## config.mk

```make
export PLATFORM = sky130hd
export DESIGN_NAME = base64_encoder_wrapped_unit
export DESIGN_NICKNAME = d
export VERILOG_FILES = /design/src/design/b64e_pkg.sv /design/src/design/b64e_front.sv /design/src/design/b64e_queue.sv /design/src/design/b64e_back.sv /design/src/design/base64_encoder_wrapped_unit.sv
export VERILOG_INCLUDE_DIRS = /design/src /design/src/design
export SDC_FILE = /design/constraint.sdc
export NUM_CORES = 1
export LEC_CHECK = 0
export ABC_AREA = 1
export BUFFER_PORTS_ARGS = -buffer_cell sky130_fd_sc_hd__buf_4
export CAP_MARGIN = 20
export CORE_MARGIN = 2
export CORE_UTILIZATION = 50
export DETAILED_ROUTE_END_ITERATION = 6
export PLACE_DENSITY = 0.66
export SYNTH_ARGS = -nofsm -noshare
export SYNTH_HDL_FRONTEND = slang
export SYNTH_HIERARCHICAL = 1
export SYNTH_SLANG_ARGS = --single-unit
```

## constraint.sdc

```tcl
create_clock -name clk -period 5.75 [get_ports clk]
set_input_delay 1.15 -clock clk [delete_from_list [all_inputs] [get_ports clk]]
set_output_delay 1.15 -clock clk [all_outputs]
set_load 0.03 [all_outputs]
```

## src/design/base64_encoder_wrapped_unit_assert.svh

```systemverilog
// Assertion macros shared by the encoder modules.
// Each expects clk and rst in scope.
`ifndef BASE64_ENCODER_WRAPPED_UNIT_ASSERT_SVH
`define BASE64_ENCODER_WRAPPED_UNIT_ASSERT_SVH

// same-cycle implication
`define B64E_ASSERT_NOW(label, ante, cons, msg) \
  label: assert property (@(posedge clk) disable iff (rst) (ante) |-> (cons)) else $error(msg);

// next-cycle implication
`define B64E_ASSERT_NEXT(label, ante, cons, msg) \
  label: assert property (@(posedge clk) disable iff (rst) (ante) |=> (cons)) else $error(msg);

`endif

```

## src/design/b64e_pkg.sv

```systemverilog
package b64e_pkg;

  localparam int unsigned QDEPTH = 4;
  localparam int unsigned QPTR_W = $clog2(QDEPTH);
  localparam int unsigned QCNT_W = $clog2(QDEPTH + 1);

  localparam logic [10:0] LINE_MAX = 11'h7FF;
  localparam logic [9:0]  MAXLEN_RESET = 10'd60;

  localparam logic REG_URL    = 1'b0;
  localparam logic REG_MAXLEN = 1'b1;

  localparam logic [6:0] CHAR_NL  = 7'h0A;
  localparam logic [6:0] CHAR_PAD = 7'h3D;

  typedef struct packed {
    logic            nl;
    logic [3:0][5:0] sx;
    logic [2:0]      nsym;
    logic [1:0]      npad;
    logic            url;
  } job_t;

  function automatic logic [6:0] sym(input logic [5:0] v, input logic url);
    logic [6:0] c;
    if (v < 6'd26) c = 7'd65 + {1'b0, v};
    else if (v < 6'd52) c = 7'd97 + {1'b0, v - 6'd26};
    else if (v < 6'd62) c = 7'd48 + {1'b0, v - 6'd52};
    else if (v == 6'd62) c = url ? 7'h2D : 7'h2B;
    else c = url ? 7'h5F : 7'h2F;
    return c;
  endfunction

endpackage

```

## src/design/b64e_front.sv

```systemverilog
module b64e_front import b64e_pkg::*; (
  input  logic       clk,
  input  logic       rst,
  input  logic       cfg_write,
  input  logic       cfg_index,
  input  logic [9:0] cfg_data,
  input  logic       push,
  input  logic [7:0] data_byte,
  input  logic       last_byte,
  input  logic       q_full,
  output logic       q_push,
  output job_t       q_job
);

  `include "base64_encoder_wrapped_unit_assert.svh"

  logic        url_alphabet;
  logic [9:0]  max_line_length;
  logic [15:0] held;
  logic [1:0]  pos;
  logic [10:0] line_count;

  logic [15:0] held_next;
  logic [1:0]  pos_next;
  logic [10:0] line_count_next;
  logic        emit;
  logic        nl;
  logic [11:0] cnt_sum;
  logic        accept;
  job_t        job;

  assign accept = push && !q_full;

  always_comb begin
    job = '0;
    job.url = url_alphabet;
    emit = 1'b0;
    nl = 1'b0;
    cnt_sum = '0;
    held_next = held;
    pos_next = pos;
    line_count_next = line_count;
    if (pos >= 2'd2) begin
      emit = 1'b1;
      nl = (max_line_length != 10'd0) && (line_count >= {1'b0, max_line_length});
      cnt_sum = {1'b0, (nl ? 11'd0 : line_count)} + 12'd4;
      line_count_next = (cnt_sum > {1'b0, LINE_MAX}) ? LINE_MAX : cnt_sum[10:0];
      job.nl = nl;
      job.sx[0] = held[15:10];
      job.sx[1] = {held[9:8], held[7:4]};
      job.sx[2] = {held[3:0], data_byte[7:6]};
      job.sx[3] = data_byte[5:0];
      job.nsym = 3'd4;
      job.npad = 2'd0;
      held_next = '0;
      pos_next = 2'd0;
    end else if (last_byte) begin
      emit = 1'b1;
      if (pos == 2'd0) begin
        job.sx[0] = data_byte[7:2];
        job.sx[1] = {data_byte[1:0], 4'd0};
        job.nsym = 3'd2;
        job.npad = url_alphabet ? 2'd0 : 2'd2;
      end else begin
        job.sx[0] = held[15:10];
        job.sx[1] = {held[9:8], data_byte[7:4]};
        job.sx[2] = {data_byte[3:0], 2'd0};
        job.nsym = 3'd3;
        job.npad = url_alphabet ? 2'd0 : 2'd1;
      end
    end else begin
      held_next = (pos == 2'd0) ? {data_byte, 8'd0} : {held[15:8], data_byte};
      pos_next = pos + 2'd1;
    end
    if (last_byte) begin
      held_next = '0;
      pos_next = 2'd0;
      line_count_next = '0;
    end
  end

  assign q_push = accept && emit;
  assign q_job = job;

  always_ff @(posedge clk) begin
    if (rst) begin
      url_alphabet <= 1'b0;
      max_line_length <= MAXLEN_RESET;
      held <= '0;
      pos <= '0;
      line_count <= '0;
    end else begin
      if (cfg_write) begin
        unique case (cfg_index)
          REG_URL:    url_alphabet <= cfg_data[0];
          REG_MAXLEN: max_line_length <= cfg_data;
          default:    ;
        endcase
      end
      if (accept) begin
        held <= held_next;
        pos <= pos_next;
        line_count <= line_count_next;
      end
    end
  end

  `B64E_ASSERT_NOW(a_pos_range, 1'b1, pos != 2'd3, "group position out of range")
  `B64E_ASSERT_NEXT(a_last_clears, accept && last_byte, pos == 2'd0 && line_count == 11'd0,
                    "state not cleared after last beat")

endmodule

```

## src/design/b64e_queue.sv

```systemverilog
module b64e_queue import b64e_pkg::*; (
  input  logic clk,
  input  logic rst,
  input  logic push,
  input  job_t push_job,
  output logic full,
  input  logic pop,
  output logic valid,
  output job_t head
);

  `include "base64_encoder_wrapped_unit_assert.svh"

  job_t              mem [QDEPTH];
  logic [QPTR_W-1:0] wr_ptr;
  logic [QPTR_W-1:0] rd_ptr;
  logic [QCNT_W-1:0] count;

  logic do_push;
  logic do_pop;

  assign full = count == QCNT_W'(QDEPTH);
  assign valid = count != '0;
  assign head = mem[rd_ptr];
  assign do_push = push && !full;
  assign do_pop = pop && valid;

  always_ff @(posedge clk) begin
    if (rst) begin
      wr_ptr <= '0;
      rd_ptr <= '0;
      count <= '0;
    end else begin
      if (do_push)
        wr_ptr <= (wr_ptr == QPTR_W'(QDEPTH - 1)) ? '0 : wr_ptr + 1'b1;
      if (do_pop)
        rd_ptr <= (rd_ptr == QPTR_W'(QDEPTH - 1)) ? '0 : rd_ptr + 1'b1;
      if (do_push && !do_pop) count <= count + 1'b1;
      else if (do_pop && !do_push) count <= count - 1'b1;
    end
  end

  always_ff @(posedge clk) begin
    if (do_push) mem[wr_ptr] <= push_job;
  end

  `B64E_ASSERT_NOW(a_no_overflow, push, !full, "push into full queue")
  `B64E_ASSERT_NOW(a_count_range, 1'b1, count <= QCNT_W'(QDEPTH), "queue count out of range")

endmodule

```

## src/design/b64e_back.sv

```systemverilog
module b64e_back import b64e_pkg::*; (
  input  logic       clk,
  input  logic       rst,
  input  logic       q_valid,
  input  job_t       q_job,
  output logic       q_pop,
  output logic       empty,
  input  logic       pop,
  output logic [6:0] out_char,
  output logic       out_last
);

  `include "base64_encoder_wrapped_unit_assert.svh"

  job_t       cur;
  logic       cur_valid;
  logic [2:0] idx;
  logic       out_valid;

  logic [2:0] total;
  logic [2:0] j;
  logic       is_last;
  logic [6:0] ch;
  logic       out_free;
  logic       advance;
  logic       load;

  always_comb begin
    total = {2'd0, cur.nl} + cur.nsym + {1'b0, cur.npad};
    is_last = idx == (total - 3'd1);
    j = idx - {2'd0, cur.nl};
    if (cur.nl && idx == 3'd0) ch = CHAR_NL;
    else if (j < cur.nsym) ch = sym(cur.sx[j[1:0]], cur.url);
    else ch = CHAR_PAD;
  end

  assign out_free = !out_valid || pop;
  assign advance = cur_valid && out_free;
  assign load = q_valid && (!cur_valid || (advance && is_last));
  assign q_pop = load;
  assign empty = !out_valid;

  always_ff @(posedge clk) begin
    if (rst) begin
      cur_valid <= 1'b0;
      idx <= '0;
      out_valid <= 1'b0;
    end else begin
      if (advance) out_valid <= 1'b1;
      else if (pop) out_valid <= 1'b0;
      if (load) begin
        cur_valid <= 1'b1;
        idx <= '0;
      end else if (advance) begin
        if (is_last) cur_valid <= 1'b0;
        else idx <= idx + 3'd1;
      end
    end
  end

  always_ff @(posedge clk) begin
    if (load) cur <= q_job;
    if (advance) begin
      out_char <= ch;
      out_last <= is_last;
    end
  end

  `B64E_ASSERT_NOW(a_idx_range, cur_valid, idx < total, "character index past end of group")
  `B64E_ASSERT_NEXT(a_drain, advance && is_last && !q_valid, !cur_valid,
                    "group still active after its last beat")

endmodule

```

## src/design/base64_encoder_wrapped_unit.sv

```systemverilog
// channel  | ports                                 | beat when
// ---------+---------------------------------------+---------------------
// input    | push, full, data_byte, last_byte      | push & !full
// result   | empty, pop, out_char, out_last        | pop & !empty
// config   | cfg_write, cfg_index, cfg_data        | cfg_write
//
// Bytes are taken every cycle until the 4-entry group queue fills.
// The output side emits one character per cycle while pop is held:
// a 3-byte group gives 4 or 5 characters, a final partial group 2 to 4.
// A group goes through the queue, then the current-group register.
// rst is synchronous: clears group state, queue and output; registers
// return to standard alphabet and a 60-character line limit.
module base64_encoder_wrapped_unit import b64e_pkg::*; (
  input  logic       clk,
  input  logic       rst,
  input  logic       cfg_write,
  input  logic       cfg_index,
  input  logic [9:0] cfg_data,
  input  logic       push,
  output logic       full,
  input  logic [7:0] data_byte,
  input  logic       last_byte,
  output logic       empty,
  input  logic       pop,
  output logic [6:0] out_char,
  output logic       out_last
);

  logic q_push;
  job_t q_in;
  logic q_full;
  logic q_pop;
  logic q_valid;
  job_t q_head;

  b64e_front u_front (
    .clk       (clk),
    .rst       (rst),
    .cfg_write (cfg_write),
    .cfg_index (cfg_index),
    .cfg_data  (cfg_data),
    .push      (push),
    .data_byte (data_byte),
    .last_byte (last_byte),
    .q_full    (q_full),
    .q_push    (q_push),
    .q_job     (q_in)
  );

  b64e_queue u_queue (
    .clk      (clk),
    .rst      (rst),
    .push     (q_push),
    .push_job (q_in),
    .full     (q_full),
    .pop      (q_pop),
    .valid    (q_valid),
    .head     (q_head)
  );

  b64e_back u_back (
    .clk      (clk),
    .rst      (rst),
    .q_valid  (q_valid),
    .q_job    (q_head),
    .q_pop    (q_pop),
    .empty    (empty),
    .pop      (pop),
    .out_char (out_char),
    .out_last (out_last)
  );

  assign full = q_full;

endmodule

```

After elaboration in Yosys (flattened, before gate mapping)
Memories as Yosys holds them, arrays and structs flattened. A register that Yosys moved wholly into a read port is not among the register bits.
Cells that the tools add are included.
Storage, ports and cells
  register bits after elaboration: 60
  memory bits (writable): 124
  input port bits: 25
  output and inout bits: 10
  logic and storage cells: 122
  memories: 1
Memories
  u_queue.mem: depth 4, width 31, read ports 1, clocked after memory_dff 1, wr ports 1, RTL line b64e_queue.sv:14  | job_t mem [QDEPTH];
Cells by class
  $add $sub $neg: 16
  $lt $le $gt $ge: 8
  equal/unequal tests: 5
  multiplexer cells: 38
  bitwise operators: 3
  reduce and logical (&&, ||, !) cells: 36
Operators with widths (count)
  two-way mux 16 bit: 3
  two-way mux 23 bit: 2
  two-way mux 11 bit: 4
  two-way mux 7 bit: 6
  two-way mux 6 bit: 3
  two-way mux 17 bit: 1
  adder 7 x 6 -> 7 bit (first input constant): 2
  adder 11 x 3 -> 12 bit (second input constant): 1
  binary-select mux 6 bit (select 2 bit): 1
  > comparator 12 x 11 -> 1 bit (second input constant): 1
  < comparator 6 bit (second input constant): 2
  AND reduction 2 bit: 6
  greater-or-equal comparator 11 x 10 -> 1 bit: 1
  logical AND 1 bit: 11
  two-way mux 1 bit: 10
  two-way mux 2 bit: 5
  nonzero test 10 bit: 1
  nonzero test 2 bit: 5
  two-way mux 3 bit: 3
  adder 6 x 6 -> 7 bit (first input constant): 1
  adder 2 x 1 -> 2 bit (second input constant): 3
  adder 3 x 1 -> 3 bit (second input constant): 2
  == test 6 bit (second input constant): 1
  < comparator 6 x 5 -> 1 bit (second input constant): 1
  19 further kinds: 30

Longest topological paths before layout
  depth after elaboration: 11
  depth in mapped cells: 22

Hierarchy
Netlist, hierarchy kept.
By module, submodules not included
  b64e_queue: instances 1, cells an instance 370, area an instance 5141.2 sq um, sequential area each 3903.7 sq um
  b64e_back: instances 1, cells an instance 271, area an instance 2671.3 sq um, sequential area each 1271.2 sq um
  b64e_front: instances 1, cells an instance 352, area an instance 2337.2 sq um, sequential area each 800.8 sq um

Worst setup path before layout
OpenSTA, ideal clock, no wires.
  path type: register -> register
  start point: reg u_back/cur[30] (netlist name)
  end point: reg u_queue.count[1]
  library setup time: 116 ps
  arrival: 3716 ps
  data required time: 5634 ps
  setup slack: 1918 ps
  cell stages (with the launch flop): 19
  period minus slack after synthesis: 3832 ps
  cell sequence: edfxtp_1 -> inv_1 -> ha_1 -> inv_1 -> ha_1 -> inv_1 -> fa_1 -> xnor2_1 -> xnor2_1 -> nand3_1 -> o21ai_1 -> nand2_1 -> inv_1 -> nand2_1 -> ha_1 -> inv_1 -> fa_1 -> o21ai_0 -> nor2_1
Between the ends
  word-level cells in the longest chain between the ends: 11
Ends and longest elaborated chain
  adder 1 x 3 -> 3 bit (*): RTL line b64e_back.sv:29  | total = {2'd0, cur.nl} + cur.nsym + {1'b0, cur.npad};
  adder 3 x 2 -> 3 bit (*): RTL line b64e_back.sv:29
  subtractor 3 x 1 -> 3 bit (*): RTL line b64e_back.sv:30  | is_last = idx == (total - 3'd1);
  == test 3 bit (*): RTL line b64e_back.sv:30
  logical AND 1 bit (*): RTL line b64e_back.sv:39  | assign load = q_valid && (!cur_valid || (advance && is_last));
  logical OR 1 bit (*): RTL line b64e_back.sv:39
  logical AND 1 bit (*): RTL line b64e_back.sv:39
  via q_pop: RTL line base64_encoder_wrapped_unit.sv:32  | logic q_pop;
  logical AND 1 bit (*): RTL line b64e_queue.sv:26  | assign do_pop = pop && valid;
  logical NOT 1 bit: RTL line b64e_queue.sv:38  | if (do_push && !do_pop) count <= count + 1'b1;
  logical AND 1 bit: RTL line b64e_queue.sv:38
  two-way mux 3 bit / nonzero test 2 bit (equally long branches)
  to (signal assigned): RTL line b64e_queue.sv:38
  to (signal assigned): RTL line b64e_queue.sv:39  | else if (do_pop && !do_push) count <= count - 1'b1;
  to (decl): RTL line b64e_queue.sv:17  | logic [QCNT_W-1:0] count;
Mark *: on every way through the listed nets, which the timed path passes. The rest lies on a longest branch.
A chain may end at the register's enable or synchronous reset.

Final worst setup path
  start point: reg u_back/cur[30] (netlist name)
  end point: reg u_queue.count[1]
Between the ends
  word-level cells in the longest chain between the ends: 11
Ends and longest elaborated chain (RTL line)
  adder 1 x 3 -> 3 bit (*): b64e_back.sv:29
  adder 3 x 2 -> 3 bit (*): b64e_back.sv:29
  subtractor 3 x 1 -> 3 bit (*): b64e_back.sv:30
  == test 3 bit (*): b64e_back.sv:30
  logical AND 1 bit (*): b64e_back.sv:39
  logical OR 1 bit (*): b64e_back.sv:39
  logical AND 1 bit (*): b64e_back.sv:39
  via q_pop: base64_encoder_wrapped_unit.sv:32
  logical AND 1 bit (*): b64e_queue.sv:26
  logical NOT 1 bit: b64e_queue.sv:38
  logical AND 1 bit: b64e_queue.sv:38
  two-way mux 3 bit / nonzero test 2 bit (equally long branches)
Marked as above.

==> results.yml <==
global_route:
  antenna_found_initial: 0
  grt_pass1_wl_um: 31900
  gr-total-overflow: 0
  grt_max_degree: 63
  global_route.usage.total_pct: 18.2
  grt_pass1_vias: 6470
placement:
  hpwl_um: 12900
  port_buffers: 34
  routabilityCongestion: 0.821
clock_tree:
  h-tree-depth: 1
  cts_setup_buffers: 0
  cts_tree: "yes"
  cts.sinks: 217
  clk_latency_ns: 0.50
  path_clk_slew_ns: 0.06
  root_buffer: "clkbuf_16"
  ctsHoldBuffers: 0
  cts_buffers: 23
  max-clock-path-buffers: 3
  post_cts_resized: 0
outcome:
  outcome: "finished, final reports clean"
logic_synthesis:
  syn_area_per_cell_um2: 10.2
  synthTopCellsByArea: "edfxtp_1 (48%), dfxtp_1 (11%), nand2_1 (6.2%)"
  yosysSeqAreaShare_pct: 58.9
  synth-edff-count: 163
  synth-seq-cells: 217
  synth_top_cell_area_share_pct: 48.2
  syn_area_um2: 10100
  yosys.cell_types.count: 46
  synthesis.nets: 1056
  synth.most_common_cell: "nand2_1"
  ys.warnings.count: 6
  yosysTopAreaCell: "edfxtp_1"
  synth_cells: 993
  async_reset_ff_share_pct: 0
  synth_common_cells: "nand2_1 (168), edfxtp_1 (163), nor2_1 (118)"
  ys.flop_type: "edfxtp_1"
critical_path:
  cp.arrival_ns: 3.71
  crit_type: "register to register"
  path_delay_family: "adder cells"
  start_kind: "register"
  slowest_stage: "edfxtp_1"
  critical_path.most_common_cell: "inv_1"
  critical_path.max_stage_delay_ns: 0.42
  cp_num_buf_inv: 5
  required_ns: 6.13
  critical_path.endpoint_type: "register"
  crit_chain: "inv_1, ha_1, inv_1, ha_1, inv_1, fa_1, xnor2_1, xnor2_1, nand3_1, o21ai_1, nand2_1, inv_1, nand2_1, ha_1, inv_1, fa_1, o21ai_0, nor2_1"
  worst-path-max-fanout: 5
final_layout:
  syn2layout_area_growth_pct: 10.5
  n_fill_cell: 1751
  seq_area_um2: 5980
  finalNetCount: 1085
  multi_input_area_um2: 3480
  drive_gt1_share_pct: 11.9
  diodes: 0
pwr:
  peakVddDrop_mv: 0.271
  p_per_area_nw_per_um2: 584
  total_leakage_power_nw: 4.41
floorplanning:
  die_y_um: 146
  start_util_pct: 50.5
  core_area_um2: 20100
  die_area_um2: 21500
  ios: 35
  die_w_um: 146
  rows: 52
sta:
  whs_ns: 0.463
  finalCritPeriodShare_pct: 57.8
  setup_tns_ns: 0
  worst_pin_slew_ns: 0.888
  rsz0062_at_grt: "no"
  max_slew_margin_pct: 40.7
  finalHoldViolations: 0
  skew_ns: 0.0173
  slew_violations: 0
  fmax_ghz: 0.301
  setup_viol: 0
  period_minus_slack_ns: 3.32
routing:
  wl_um: 19300
  dr.pass1.iters: 5
  ant_nets: 0
  via_per_inst: 5.15
  drtIter0Drc: 320
  drc_errors: 0
  wl_per_cell_um: 14.8
  vias: 6739
flow_run:
  maxCapViolations: 0
worst_hold_path:
  hold_path_class: "register to register"
worst reg2reg max path, stage by stage (launching register included):
cell and delay (ns):
edfxtp_1 0.42, inv_1 0.08, ha_1 0.22, inv_1 0.05
ha_1 0.12, inv_1 0.04, fa_1 0.37, xnor2_1 0.18
xnor2_1 0.14, nand3_1 0.18, o21ai_1 0.20, nand2_1 0.09
inv_1 0.08, nand2_1 0.11, ha_1 0.22, inv_1 0.09
fa_1 0.41, o21ai_0 0.17, nor2_1 0.05
metal layers:
layer | up-vias | routed length (um) | track usage [%]
met2 | 134 | 9160 | 30.8
li1 | 3446 | - | -
met5 | - | 0 | 0
met1 | 3127 | 8910 | 24.6
met4 | 0 | 373 | 5.00
met3 | 32 | 874 | 2.78
per-stage QoR:
step	utilization [%]	area, um2	std cells	power (mW)	setup slack (ns)
floorplan	-	10100	993	4.68	1.92
global placement	52.4	10500	1267	5.19	2.32
detailed placement	52.4	10500	1267	5.26	2.25
CTS	55.8	11200	1308	6.61	2.41
global route	55.8	11200	1308	7.10	2.03
finish	55.8	11200	1308	6.56	2.43
registers in the layout, summed over array words and instances (netlist names), 2 cells and up, named ones only:
name	count
u_queue/wr_ptr	2
u_queue/rd_ptr	2
u_back/idx	3
u_back/cur	31
u_front/pos	2
u_front/line_count	11
u_front/max_line_length	10
u_front/held	16
u_back/out_char	7
u_queue/mem	124
u_queue/count	3
final cells by class:
type	count	share of cell area [%]
flip-flops and latches	217	53.3
multi-input cells	630	31.0
clock buffers	28	5.30
inverters	109	3.78
well taps	270	3.01
repair buffers	41	2.74
clock inverters	13	0.859
cell families after synthesis:
kind of cell,after synthesis,synth area share [%]
AOI/OAI and AO/OA,198,10.9
adders and majority gates,38,4.83
DFF,217,58.9
buffers and inverters,146,6.95
and+or+nand+nor,376,16.9
xor gates and xnor gates,18,1.55
placed cells by master (no fill, tap or decap), types with 7 or more instances in the layout:
cell type / n
edfxtp_1: 163
ha_1: 36
xor2_1: 13
a21oi_1: 47
buf_4: 41
inv_1: 97
o21ai_1: 37
clkbuf_16: 23
nand3_1: 45
a211oi_1: 9
nand2_4: 10
dfxtp_1: 53
nand2_1: 168
nand2_2: 7
o22ai_1: 39
nor2_1: 114
inv_2: 8
o21ai_0: 52
report_power, final:
part           switching [mW]  total [mW]  internal [mW]
Combinational            1.97        2.97           1.01
Sequential              0.124        2.23           2.11
Clock                   0.566        1.35          0.782
Total                    2.66        6.56           3.90
final timing paths:
check        cells after the start               end       startpoint  slack, ns
min reg2reg                      2   u_front/held[9]  u_front/held[9]       0.46
min                              2   u_front/held[9]  u_front/held[9]       0.46
max reg2reg                     18  u_queue/count[1]   u_back/cur[30]       2.43
max                             18  u_queue/count[1]   u_back/cur[30]       2.43
No activity file was read; power rests on OpenSTA's default activity.
